File: config.mk
export PLATFORM = sky130hd
export DESIGN_NAME = cbps_fifo
export DESIGN_NICKNAME = d
export VERILOG_FILES = /design/src/sv/cbps_pkg.sv /design/src/sv/cbps_fifo.sv
export SDC_FILE = /design/constraint.sdc
export NUM_CORES = 1
export LEC_CHECK = 0
export ABC_AREA = 1
export BUFFER_PORTS_ARGS = -buffer_cell sky130_fd_sc_hd__buf_2
export CAP_MARGIN = 20
export CORE_MARGIN = 2
export CORE_UTILIZATION = 49
export CTS_BUF_LIST = sky130_fd_sc_hd__clkbuf_2
export DETAILED_ROUTE_END_ITERATION = 12
export GPL_TIMING_DRIVEN = 1
export PLACE_DENSITY = 0.78
export REMOVE_ABC_BUFFERS = 1
export SYNTH_ARGS = -nofsm -noshare
export SYNTH_HDL_FRONTEND = slang
export SYNTH_SLANG_ARGS = --single-unit
File: constraint.sdc
create_clock -name clk -period 2.8 [get_ports clk]
set_input_delay 0.14 -clock clk [delete_from_list [all_inputs] [get_ports clk]]
set_output_delay 0.14 -clock clk [all_outputs]
set_load 0.01 [all_outputs]
File: src/sv/cbps_pkg.sv
`default_nettype none

package cbps_pkg;

  // Field widths and limits of the sampler.
  localparam int COORD_W   = 24;
  localparam int SPACING_W = 23;
  localparam int STEPS_W   = 5;
  localparam int MAX_STEPS = 20;
  localparam int MIN_STEPS = 5;
  localparam logic [SPACING_W-1:0] SPACING_RESET = SPACING_W'(410);

  // Curve parameter t is Q0.16 with one extra bit so that 1.0 fits.
  localparam int FRAC_W    = 16;
  localparam int T_W       = FRAC_W + 1;
  // Six times the basis weights use 6 * 2^16 = 3 * 2^17 as the divisor.
  localparam int DEN_SHIFT = FRAC_W + 1;

  // Queue between the classifier and the segment engine.
  localparam int QUEUE_DEPTH = 2;
  localparam int QUEUE_PTR_W = $clog2(QUEUE_DEPTH);
  localparam int QUEUE_CNT_W = QUEUE_PTR_W + 1;

  // What the back end has to do with one waypoint.
  typedef enum logic [1:0] {
    CMD_ERROR,
    CMD_FILL,
    CMD_SEGMENT,
    CMD_CLOSE
  } cmd_t;

  typedef struct packed {
    cmd_t                      cmd;
    logic signed [COORD_W-1:0] x;
    logic signed [COORD_W-1:0] y;
  } wp_item_t;

  typedef struct packed {
    logic               done;
    logic [STEPS_W-1:0] steps;
  } steps_rsp_t;

  typedef enum logic [2:0] {
    ST_IDLE,
    ST_SQX,
    ST_SQY,
    ST_ROOT,
    ST_COUNT,
    ST_DONE
  } len_state_t;

  typedef enum logic [3:0] {
    BK_IDLE,
    BK_START,
    BK_WAIT,
    BK_T2,
    BK_T3,
    BK_WGT,
    BK_PROD,
    BK_SUM,
    BK_DIV,
    BK_EMIT,
    BK_ERR
  } back_state_t;

  // Integer part of 65536 / steps: the per-sample increment of t.
  function automatic logic [FRAC_W-1:0] t_step_quot(input logic [STEPS_W-1:0] steps);
    logic [FRAC_W-1:0] q;
    case (steps)
      5'd5:    q = 16'd13107;
      5'd6:    q = 16'd10922;
      5'd7:    q = 16'd9362;
      5'd8:    q = 16'd8192;
      5'd9:    q = 16'd7281;
      5'd10:   q = 16'd6553;
      5'd11:   q = 16'd5957;
      5'd12:   q = 16'd5461;
      5'd13:   q = 16'd5041;
      5'd14:   q = 16'd4681;
      5'd15:   q = 16'd4369;
      5'd16:   q = 16'd4096;
      5'd17:   q = 16'd3855;
      5'd18:   q = 16'd3640;
      5'd19:   q = 16'd3449;
      5'd20:   q = 16'd3276;
      5'd21:   q = 16'd3120;
      default: q = '0;
    endcase
    return q;
  endfunction

  // Remainder of 131072 / (2 * steps), the fractional part of the increment.
  function automatic logic [STEPS_W:0] t_step_rem(input logic [STEPS_W-1:0] steps);
    logic [STEPS_W:0] r;
    case (steps)
      5'd5:    r = 6'd2;
      5'd6:    r = 6'd8;
      5'd7:    r = 6'd4;
      5'd8:    r = 6'd0;
      5'd9:    r = 6'd14;
      5'd10:   r = 6'd12;
      5'd11:   r = 6'd18;
      5'd12:   r = 6'd8;
      5'd13:   r = 6'd6;
      5'd14:   r = 6'd4;
      5'd15:   r = 6'd2;
      5'd16:   r = 6'd0;
      5'd17:   r = 6'd2;
      5'd18:   r = 6'd32;
      5'd19:   r = 6'd10;
      5'd20:   r = 6'd32;
      5'd21:   r = 6'd32;
      default: r = '0;
    endcase
    return r;
  endfunction

endpackage

`default_nettype wire

File: src/sv/cbps_fifo.sv
`default_nettype none

module cbps_fifo import cbps_pkg::*; (
  input  wire logic     clk,
  input  wire logic     rst_n,
  input  wire logic     push_valid,
  output logic          push_ready,
  input  wire wp_item_t push_item,
  output logic          pop_valid,
  output wp_item_t      pop_item,
  input  wire logic     pop
);

  wp_item_t                 mem_r [QUEUE_DEPTH];
  logic [QUEUE_PTR_W-1:0]   wr_ptr_r;
  logic [QUEUE_PTR_W-1:0]   rd_ptr_r;
  logic [QUEUE_CNT_W-1:0]   count_r;
  logic                     do_push;
  logic                     do_pop;

  assign push_ready = (count_r != QUEUE_CNT_W'(QUEUE_DEPTH));
  assign pop_valid  = (count_r != '0);
  assign pop_item   = mem_r[rd_ptr_r];
  assign do_push    = push_valid && push_ready;
  assign do_pop     = pop && pop_valid;

  // Pointers and fill level.
  always_ff @(posedge clk) begin
    if (!rst_n) begin
      wr_ptr_r <= '0;
      rd_ptr_r <= '0;
      count_r  <= '0;
    end else begin
      if (do_push) begin
        wr_ptr_r <= (wr_ptr_r == QUEUE_PTR_W'(QUEUE_DEPTH - 1)) ? '0 : wr_ptr_r + 1'b1;
      end
      if (do_pop) begin
        rd_ptr_r <= (rd_ptr_r == QUEUE_PTR_W'(QUEUE_DEPTH - 1)) ? '0 : rd_ptr_r + 1'b1;
      end
      if (do_push && !do_pop) begin
        count_r <= count_r + 1'b1;
      end else if (do_pop && !do_push) begin
        count_r <= count_r - 1'b1;
      end
    end
  end

  // Entry storage.
  always_ff @(posedge clk) begin
    if (do_push) begin
      mem_r[wr_ptr_r] <= push_item;
    end
  end

endmodule

`default_nettype wire

==> results.md <==
* Required time of the worst setup path at 2.66 ns
* Critical path peak fanout at 50
* Post-synth top cells: edfxtp_1, mux2_4, nand2_1
* Post-route clock period utilization at 78.6%
* Die area at 9130 um2
* CTS Root Cell: clkbuf_2
* Netlist cell types at 14
* Synthesis-to-layout area growth at 30.6%
* Post-synth top area share at 73.1%
* Initial antenna violation count at 0
* H-tree levels at 3
* CTS tree: built
* Status: finished clean
* Synth Flop Type: edfxtp_1
* Slew @ Worst Pin at 0.912 ns
* First-pass GRT wire length at 10400 um
* Pin count of the biggest net entering global routing at 51
* Die W at 95.5 um
* Seq/Total Area, Yosys at 75.6%
* Final-layout fill cell count at 601
* Lkg Pwr at 0.00215 uW
* Fmax at 455 MHz
* Core Region at 8180 um2
* Dominant cell type by area after synthesis: edfxtp_1
* Yosys Warn Count at 0
* Nets@finish at 412
* Fin cells at 467
* Post-DRT Antenna Nets at 0
* # IOs at 106
* Routability cong. at 0.755
* Clock Sinks at 105
* Ant diodes at 0
* Synth Register Bits at 105
* CTS clock-pin slew for the worst setup and hold paths at 0.25 ns
* Post-CTS sizing at 0
* WHS at 0.0869 ns
* Post-route DRC at 0
* Critical Path End Type: output port
* Hold path depth at 4
* Ranking of synthesized cells by area: edfxtp_1, mux2_4, buf_12, dfxtp_1, nand2_1
* R2r endpoint: mem_r[0][7]
* Normalized max-slew margin at 39.2%
* Vias at 2216
* Initial Util at 50.2%
* HP Class: in2reg
* Drt first pass iters at 4
* Post-Place Cells at 399
* Fin crit period at 2.20 ns
* Final HPWL DP at 4410 um
* All-Layer GR Usage at 15.6%
* Hold path endpoint: wr_ptr_r
* Post-Syn Area per Cell at 21.3 um2
* Final global-route overflow total at 0
* Max-slew violations at 0
* Chip Height at 95.5 um
* Final hold vios at 0
* Maximum capacitance violations at 0
* WL final at 6900 um
* Peak supply drop at 0.000633 V
* Clock Skew at 0.0181 ns
* Number of synthesized flops with an enable pin at 100
* Via/cell ratio at 4.75
* Port-buffer cells at 105
* Drt wl/cell at 14.8 um
* Async SR Flop Fraction at 0%
* Layout cells sized above 1 at 48.6%
* Clock Path Buffers at 2
* Rows at 33
* R2R depth at 5
* Syn Inst Count at 193
* Initial DRC count at 94
* Setup_tns at 0 ns
* Setup Viol. Count Final at 0
* Post-Syn Area at 4110 um2
* Vias in the first global route at 2236
* RR Startpoint: count_r[0]
* Power Density at 744 nW/um2
* Hold Path Origin: push_valid
* Worst setup path category: reg2out
* R2R Setup Slk at 0.98 ns
* Unrepaired setup endpoints after global routing: false
* Most instantiated library cell after synthesis: edfxtp_1
* Crit path DAT at 2.06 ns
* Startpoint Class: register
* Total CTS buffers at 9
* Clock insertion delay at the later pin of the skew report at 0.52 ns
[state kept, by name, summed over array words and instances, names as in the netlist, named ones only]
signal	flops
wr_ptr_r	1
rd_ptr_r	1
count_r	2
mem_r	100
[per-layer routing]
metal  up-vias  track usage, %  wire length [um]
met5         -               0                 0
met4         0            7.74               147
met3        12            4.90               464
met2        77            26.3              3510
met1      1064            17.8              2780
li1       1063               -                 -
[placed cells by master (no fill, tap or decap), drive strengths merged, types with 2 or more instances in the layout]
master,Yosys,layout
dfxtp,5,5
nor2,8,8
clkbuf,0,10
edfxtp,100,100
clkinv,0,3
nand2,9,9
bufinv,0,2
buf,6,107
dlygate4sd3,0,52
mux2,50,50
o21ai,2,2
inv,8,8
[where the power goes]
part           switching, uW  internal, uW  total (uW)
Combinational            481           620        1100
Sequential               167          1980        2150
Clock                    448           294         742
[per-stage QoR]
stage	total power, uW	utilization, %	worst slack, ns	area [um2]
final	3990	65.6	0.601	5360
after global routing	4180	65.6	0.467	5360
after CTS	4030	65.6	0.531	5360
after detailed placement	3250	57.6	0.973	4710
after global placement	3210	57.6	1.07	4710
after floorplan	2880	-	-0.393	3990
[cells by family after synthesis]
group | share of synthesized area [%]
flip-flops | 75.6
buffers and inverters | 3.44
AO/OA/AOI/OAI | 0.549
AND/OR/NAND/NOR | 1.83
multiplexers | 18.3
adder cells (fa/ha/maj) | 0.305
[worst max-delay path, cell delays in order, from the launching register on]
cell and delay [ns]:
dfxtp_4 1.01, mux2_4 0.36, buf_2 0.14
[repair_timing]
item	4_1_cts	5_1_grt
buffers inserted	0	0
endpoints found under the hold margin	105	0
hold buffers	52	0
[worst max-delay path by stage]
stage	slack, ns	end	start	cells after the start
3_3_place_gp	1.07	mem_r[1][38]	count_r[0]	5
4_1_cts	0.53	pop_item[41]	register	2
2_1_floorplan	-0.39	mem_r[0][0]	count_r[0]	4
5_1_grt	0.47	pop_item[47]	register	2
3_5_place_dp	0.97	mem_r[1][30]	count_r[0]	5
6_report	0.60	pop_item[41]	register	2
[final cells by class]
class | instances | area [um2] | area share, %
well taps | 105 | 131 | 2.45
inverters | 8 | 30.0 | 0.560
clock inverters | 6 | 82.6 | 1.54
flip-flops and latches | 105 | 3110 | 57.9
clock buffers | 10 | 50.0 | 0.933
repair buffers | 159 | 1090 | 20.3
multi-input cells | 74 | 876 | 16.3
(Power assumes the default switching activity.)
