<file path="config.mk">
export PLATFORM = sky130hd
export DESIGN_NAME = cbps_front
export DESIGN_NICKNAME = d
export VERILOG_FILES = /design/src/sv/cbps_pkg.sv /design/src/sv/cbps_front.sv
export SDC_FILE = /design/constraint.sdc
export NUM_CORES = 1
export LEC_CHECK = 0
export ABC_AREA = 1
export BUFFER_PORTS_ARGS = -buffer_cell sky130_fd_sc_hd__buf_2
export CORE_MARGIN = 3
export CORE_UTILIZATION = 25
export DETAILED_ROUTE_END_ITERATION = 7
export PLACE_DENSITY = 0.82
export REMOVE_ABC_BUFFERS = 1
export SYNTH_ARGS = -nofsm -noshare
export SYNTH_HDL_FRONTEND = slang
export SYNTH_SLANG_ARGS = --single-unit
</file>
<file path="constraint.sdc">
create_clock -name clk -period 1.3 [get_ports clk]
set_input_delay 0.195 -clock clk [delete_from_list [all_inputs] [get_ports clk]]
set_output_delay 0.195 -clock clk [all_outputs]
set_load 0.02 [all_outputs]
</file>
<file path="src/sv/cbps_pkg.sv">
`default_nettype none

package cbps_pkg;

  // Field widths and limits of the sampler.
  localparam int COORD_W   = 24;
  localparam int SPACING_W = 23;
  localparam int STEPS_W   = 5;
  localparam int MAX_STEPS = 20;
  localparam int MIN_STEPS = 5;
  localparam logic [SPACING_W-1:0] SPACING_RESET = SPACING_W'(410);

  // Curve parameter t is Q0.16 with one extra bit so that 1.0 fits.
  localparam int FRAC_W    = 16;
  localparam int T_W       = FRAC_W + 1;
  // Six times the basis weights use 6 * 2^16 = 3 * 2^17 as the divisor.
  localparam int DEN_SHIFT = FRAC_W + 1;

  // Queue between the classifier and the segment engine.
  localparam int QUEUE_DEPTH = 2;
  localparam int QUEUE_PTR_W = $clog2(QUEUE_DEPTH);
  localparam int QUEUE_CNT_W = QUEUE_PTR_W + 1;

  // What the back end has to do with one waypoint.
  typedef enum logic [1:0] {
    CMD_ERROR,
    CMD_FILL,
    CMD_SEGMENT,
    CMD_CLOSE
  } cmd_t;

  typedef struct packed {
    cmd_t                      cmd;
    logic signed [COORD_W-1:0] x;
    logic signed [COORD_W-1:0] y;
  } wp_item_t;

  typedef struct packed {
    logic               done;
    logic [STEPS_W-1:0] steps;
  } steps_rsp_t;

  typedef enum logic [2:0] {
    ST_IDLE,
    ST_SQX,
    ST_SQY,
    ST_ROOT,
    ST_COUNT,
    ST_DONE
  } len_state_t;

  typedef enum logic [3:0] {
    BK_IDLE,
    BK_START,
    BK_WAIT,
    BK_T2,
    BK_T3,
    BK_WGT,
    BK_PROD,
    BK_SUM,
    BK_DIV,
    BK_EMIT,
    BK_ERR
  } back_state_t;

  // Integer part of 65536 / steps: the per-sample increment of t.
  function automatic logic [FRAC_W-1:0] t_step_quot(input logic [STEPS_W-1:0] steps);
    logic [FRAC_W-1:0] q;
    case (steps)
      5'd5:    q = 16'd13107;
      5'd6:    q = 16'd10922;
      5'd7:    q = 16'd9362;
      5'd8:    q = 16'd8192;
      5'd9:    q = 16'd7281;
      5'd10:   q = 16'd6553;
      5'd11:   q = 16'd5957;
      5'd12:   q = 16'd5461;
      5'd13:   q = 16'd5041;
      5'd14:   q = 16'd4681;
      5'd15:   q = 16'd4369;
      5'd16:   q = 16'd4096;
      5'd17:   q = 16'd3855;
      5'd18:   q = 16'd3640;
      5'd19:   q = 16'd3449;
      5'd20:   q = 16'd3276;
      5'd21:   q = 16'd3120;
      default: q = '0;
    endcase
    return q;
  endfunction

  // Remainder of 131072 / (2 * steps), the fractional part of the increment.
  function automatic logic [STEPS_W:0] t_step_rem(input logic [STEPS_W-1:0] steps);
    logic [STEPS_W:0] r;
    case (steps)
      5'd5:    r = 6'd2;
      5'd6:    r = 6'd8;
      5'd7:    r = 6'd4;
      5'd8:    r = 6'd0;
      5'd9:    r = 6'd14;
      5'd10:   r = 6'd12;
      5'd11:   r = 6'd18;
      5'd12:   r = 6'd8;
      5'd13:   r = 6'd6;
      5'd14:   r = 6'd4;
      5'd15:   r = 6'd2;
      5'd16:   r = 6'd0;
      5'd17:   r = 6'd2;
      5'd18:   r = 6'd32;
      5'd19:   r = 6'd10;
      5'd20:   r = 6'd32;
      5'd21:   r = 6'd32;
      default: r = '0;
    endcase
    return r;
  endfunction

endpackage

`default_nettype wire

</file>
<file path="src/sv/cbps_front.sv">
`default_nettype none

module cbps_front import cbps_pkg::*; (
  input  wire logic                      clk,
  input  wire logic                      rst_n,
  input  wire logic                      in_valid,
  output logic                           in_ready,
  input  wire logic signed [COORD_W-1:0] in_x,
  input  wire logic signed [COORD_W-1:0] in_y,
  input  wire logic                      in_final,
  output logic                           push_valid,
  output wp_item_t                       push_item,
  input  wire logic                      push_ready
);

  logic [1:0] seen_r;
  logic [1:0] seen_nxt;
  cmd_t       cmd;

  // Classify the waypoint by how many points of the path came before it.
  always_comb begin
    if (in_final && (seen_r < 2'd2)) begin
      cmd      = CMD_ERROR;
      seen_nxt = 2'd0;
    end else if (seen_r == 2'd0) begin
      cmd      = CMD_FILL;
      seen_nxt = 2'd1;
    end else if (in_final) begin
      cmd      = CMD_CLOSE;
      seen_nxt = 2'd0;
    end else begin
      cmd      = CMD_SEGMENT;
      seen_nxt = (seen_r == 2'd3) ? 2'd3 : seen_r + 2'd1;
    end
  end

  assign in_ready       = push_ready;
  assign push_valid     = in_valid;
  assign push_item.cmd  = cmd;
  assign push_item.x    = in_x;
  assign push_item.y    = in_y;

  // Point count of the current path, saturating at three.
  always_ff @(posedge clk) begin
    if (!rst_n) begin
      seen_r <= 2'd0;
    end else if (in_valid && push_ready) begin
      seen_r <= seen_nxt;
    end
  end

endmodule

`default_nettype wire

</file>
==> flow_summary.ini, run 1 <==
[status]
status = finished clean

[routing]
num_vias = 253
wl_mm = 3.04
first_iter_violations = 1
drt-pass1-iter-count = 2
vias_per_cell = 4.77
wl_per_cell_um = 57.3
drc = 0
final_antenna_net_count = 0

[logic_synthesis]
synth_seq_cells = 2
syn-mean-instance-area_um2 = 7.30
synth_xor_area_share_pct = 0
syn_area_um2 = 489
seq_area_frac_synth_pct = 8.18
synthMuxAreaShare_pct = 0
synth.distinct_cells = 10
synth_top_family_by_area = buffers and inverters
synthAdderAreaFrac_pct = 0
synth.largest_area_cell = buf_4
ys_warn_count = 0
synth_top_area_share_pct = 76.7
syn_inst = 67
synth-simple-area-share_pct = 4.35
synth_compound_area_share_pct = 8.44
synthTopCellsByArea = buf_4, dfxtp_1, a21oi_1

[critical_path]
timing_worst_setup_path_type = register to output port
r2r_slack_ns = 0.56
start_kind = register
crit_fanout = 6
crit_arrival_ns = 1.00
critPathCaptureType = output port
worstPathRequired_ns = 1.11

[placed_design]
preCtsSetupSlack_ns = 0.350
portBuffers = 8
gp_congestion = 0.840
dpl.cell_count = 50
hpwlAfterDp_mm = 2.93

[timing]
final-hold-violation-count = 0
setup_viol = 0
skew_ns = 0.00231
slew_headroom_pct = 91.5
fin_crit_sh_pct = 92.1
setup_tns_ns = 0
worstMarginPinSlew_ns = 0.126
period_minus_slack_ns = 1.20
finalMaxSlewViolations = 0
fmax_mhz = 835
finalWorstSetupSlack_ns = 0.102
rsz0062_at_grt = no

[layout]
regMostFlops = seen_r
layout.cells.non_filler = 53
largest_reg_flops = 2
drive_gt1_share_pct = 50.0
area_delta_synth_final_pct = -57.5
layout.cells.most_common = buf_2
final_cell_mix = buf_2, a21oi_1, nand2_1, clkbuf_4
num_antenna_cells = 0
fin_nets = 83
largestRegisters = seen_r (2)

[grt]
grtUsageTotal_pct = 24.4
grt_max_degree = 7
grt_pass1_vias = 252
grt_antenna_before_repair = 0
grt_pass1_wl_mm = 3.66
grt_overflow_total = 0

[floorplan]
die_y_um = 50.2
placeableCoreArea_um2 = 1780
pin_count = 105
initial_utilization_pct = 27.4
die_area_um2 = 2520
num_rows = 15
die_w_um = 50.2

[clocking]
cts_tree = done
postCtsHoldBufs = 0
clock-sinks = 2
cts_buffer_depth = 2
ctsResizeCount = 0
cts-htree-levels = 1
clockRootBuffer = clkbuf_4
cts_setup_buffers = 0
clk_pin_slew_ns = 0.03
clock_latency_ns = 0.23
numCtsBuffers = 3

[worst_hold_path]
min_path_type = input port to register

[power_and_ir_drop]
cellLeakagePower_nw = 0.0892
p_per_area_nw_per_um2 = 1150
peakVddDrop_mv = 0.193

[job]
max_cap_violations = 0
==> cell usage after synthesis <==
master	number
a21oi_1	4
a21oi_2	1
buf_4	50
dfxtp_1	2
inv_1	2
inv_2	1
nand2_1	4
nor2_2	1
o21a_1	1
o21ai_0	1
==> routing by layer <==
metal	up-vias	wire length, um	share of wire (%)	track usage (%)
li1	78	-	-	-
met1	97	220	7.2	3.20
met5	-	0	0	0
met2	76	1620	53	43.7
met4	0	8	0.26	5.53
met3	2	1180	39	48.7
==> power by group <==
group	switching [mW]	total (mW)	leakage (nW)	internal (mW)
logic	0.0226	0.0357	0.0592	0.0131
registers	0.00126	0.0647	0.0162	0.0635
clock network	0.0373	0.139	0.0138	0.102
total	0.0612	0.240	0.0892	0.179
==> stage by stage <==
step / utilization [%] / power (mW) / hold WS (ns) / area, um2
after floorplan: - / 0.0797 / 0.335 / 114
after global placement: 10.4 / 0.0999 / 0.390 / 185
after detailed placement: 10.4 / 0.101 / 0.390 / 185
after CTS: 11.6 / 0.246 / 0.218 / 208
after global routing: 11.6 / 0.263 / 0.213 / 208
final: 11.6 / 0.240 / 0.222 / 208
==> final cells by class <==
type                    count  area (um2)
multi-input cells          12        62.6
flip-flops and latches      2        40.0
repair buffers              8        40.0
clock buffers               3        22.5
inverters                   3        11.3
fillers                   208        1580
well taps                  25        31.3
==> final timing paths <==
kind	start	to	cells past startpoint
worst max-delay path	seen_r[1]	push_item[48]	4
worst min-delay path	rst_n	seen_r[0]	3
worst max register to register	seen_r[0]	seen_r[1]	3
worst min register to register	seen_r[0]	seen_r[0]	2
==> worst max-delay path, cell delays in order (launching register included) <==
cell	delay [ns]
dfxtp_1	0.28
inv_1	0.12
a21oi_1	0.08
a21oi_1	0.12
buf_2	0.18
==> cell families (layout without fill, tap and decap cells) <==
kind of cell	count (synthesis)	count (layout)
flops	2	2
compound gates	7	7
buf+inv	53	14
simple gates	5	5
Note: power is estimated with default switching activity, not from simulation.
==> run 2: changes to the inputs <==
PLACE_DENSITY = 0.9   (was 0.82)
==> run 2 against run 1 <==
Effect of this change: clock power fell by 5%; clock-buffer cell count did not move; final area unchanged; critical path depth is the same; highest routed layer unchanged; via count up 2.4%; sequential share of layout area unchanged; power shrank 3.3%; hold slack better by 0.014 ns; die area unchanged; wire length grew 0.59%; largest power group unchanged.
==> flow_summary.ini, run 2 (synthesized netlist as in run 1, its figures left out) <==
[grt]
grt_pass1_vias = 240
grt_pass1_wl_mm = 3.59
grt_antenna_before_repair = 0
grtUsageTotal_pct = 23.8
grt_max_degree = 7
grt_overflow_total = 0

[timing]
fin_crit_sh_pct = 91.3
holdWs_ns = 0.236
worstMarginPinSlew_ns = 0.151
rsz0062_at_grt = no
setup_viol = 0
finalMaxSlewViolations = 0
setup_tns_ns = 0
slew_headroom_pct = 89.9
skew_ns = 0.000956
final-hold-violation-count = 0
period_minus_slack_ns = 1.19
fmax_mhz = 843

[layout]
fin_nets = 83
num_antenna_cells = 0
largest_reg_flops = 2
final_cell_mix = buf_2, a21oi_1, nand2_1, clkbuf_4
area_delta_synth_final_pct = -57.5
layout.cells.most_common = buf_2
regMostFlops = seen_r
drive_gt1_share_pct = 50.0
largestRegisters = seen_r (2)

[clocking]
cts_setup_buffers = 0
cts-htree-levels = 1
clk_pin_slew_ns = 0.03
numCtsBuffers = 3
clock_latency_ns = 0.22
ctsResizeCount = 0
postCtsHoldBufs = 0
clockRootBuffer = clkbuf_4
clock-sinks = 2
cts_buffer_depth = 2
cts_tree = done

[placed_design]
portBuffers = 8
hpwlAfterDp_mm = 2.96
gp_congestion = 0.840

[floorplan]
placeableCoreArea_um2 = 1780
num_rows = 15
die_w_um = 50.2
initial_utilization_pct = 27.4
die_area_um2 = 2520
die_y_um = 50.2
pin_count = 105

[critical_path]
critPathCaptureType = output port
worstPathRequired_ns = 1.11
cp_slowest_cell = dfxtp_1
crit_top_cell = a21oi_1
crit_arrival_ns = 0.99
cpPeakStageDelay_ns = 0.28
crit_fanout = 6
start_kind = register
timing_worst_setup_path_type = register to output port
crit_path_cell_trace = inv_1 > a21oi_1 > a21oi_1 > buf_2

[routing]
vias_per_cell = 4.89
drt-pass1-iter-count = 4
drc = 0
wl_per_cell_um = 57.6
wl_mm = 3.05
first_iter_violations = 11
num_vias = 259
final_antenna_net_count = 0

[job]
max_cap_violations = 0

[status]
status = finished clean

[power_and_ir_drop]
p_per_area_nw_per_um2 = 1120
cellLeakagePower_nw = 0.0892
peakVddDrop_mv = 0.267
power_mw = 0.232

[worst_hold_path]
min_path_type = input port to register
[run 2: cell counts in the layout (fill, tap and decap cells not counted)]
Identical to the previous run, type by type.
[run 2: path summary, 6_finish.rpt]
check	startpoint	to	slack (ns)	cells past startpoint
setup reg to reg	seen_r[1]	seen_r[1]	0.55	3
hold / removal	rst_n	seen_r[0]	0.24	3
setup / recovery	seen_r[1]	push_item[48]	0.11	4
hold reg to reg	seen_r[0]	seen_r[0]	0.51	2
[run 2: critical path, delay by kind of cell (launching register included)]
family	cells	cell delay [ns]
AO/OA/AOI/OAI	2	0.19
flip-flops	1	0.28
buffers and inverters	2	0.29
[run 2: layout make-up]
class                   instances  area (um2)
clock buffers                   3        22.5
fillers                       215        1580
inverters                       3        11.3
multi-input cells              12        62.6
flip-flops and latches          2        40.0
well taps                      25        31.3
repair buffers                  8        40.0
[run 2: power by group]
group          switching (mW)  internal [mW]
Combinational          0.0222         0.0131
Clock                  0.0303          0.101
Sequential            0.00127         0.0635
Total                  0.0538          0.178
[run 2: metrics by stage]
stage               util, %  area [um2]  instances  worst slack (ns)
floorplan                 -         114         17             0.246
global placement       10.4         185         50             0.371
detailed placement     10.4         185         50             0.347
CTS                    11.6         208         53             0.114
global route           11.6         208         53            0.0317
finish                 11.6         208         53             0.113
[run 2: layer usage]
| metal | vias up | track usage [%] | wire [um] |
|---|---|---|---|
| li1 | 80 | - | - |
| met1 | 85 | 2.67 | 158 |
| met2 | 90 | 43.5 | 1650 |
| met3 | 4 | 46.9 | 1230 |
| met4 | 0 | 5.53 | 10 |
| met5 | - | 0 | 0 |
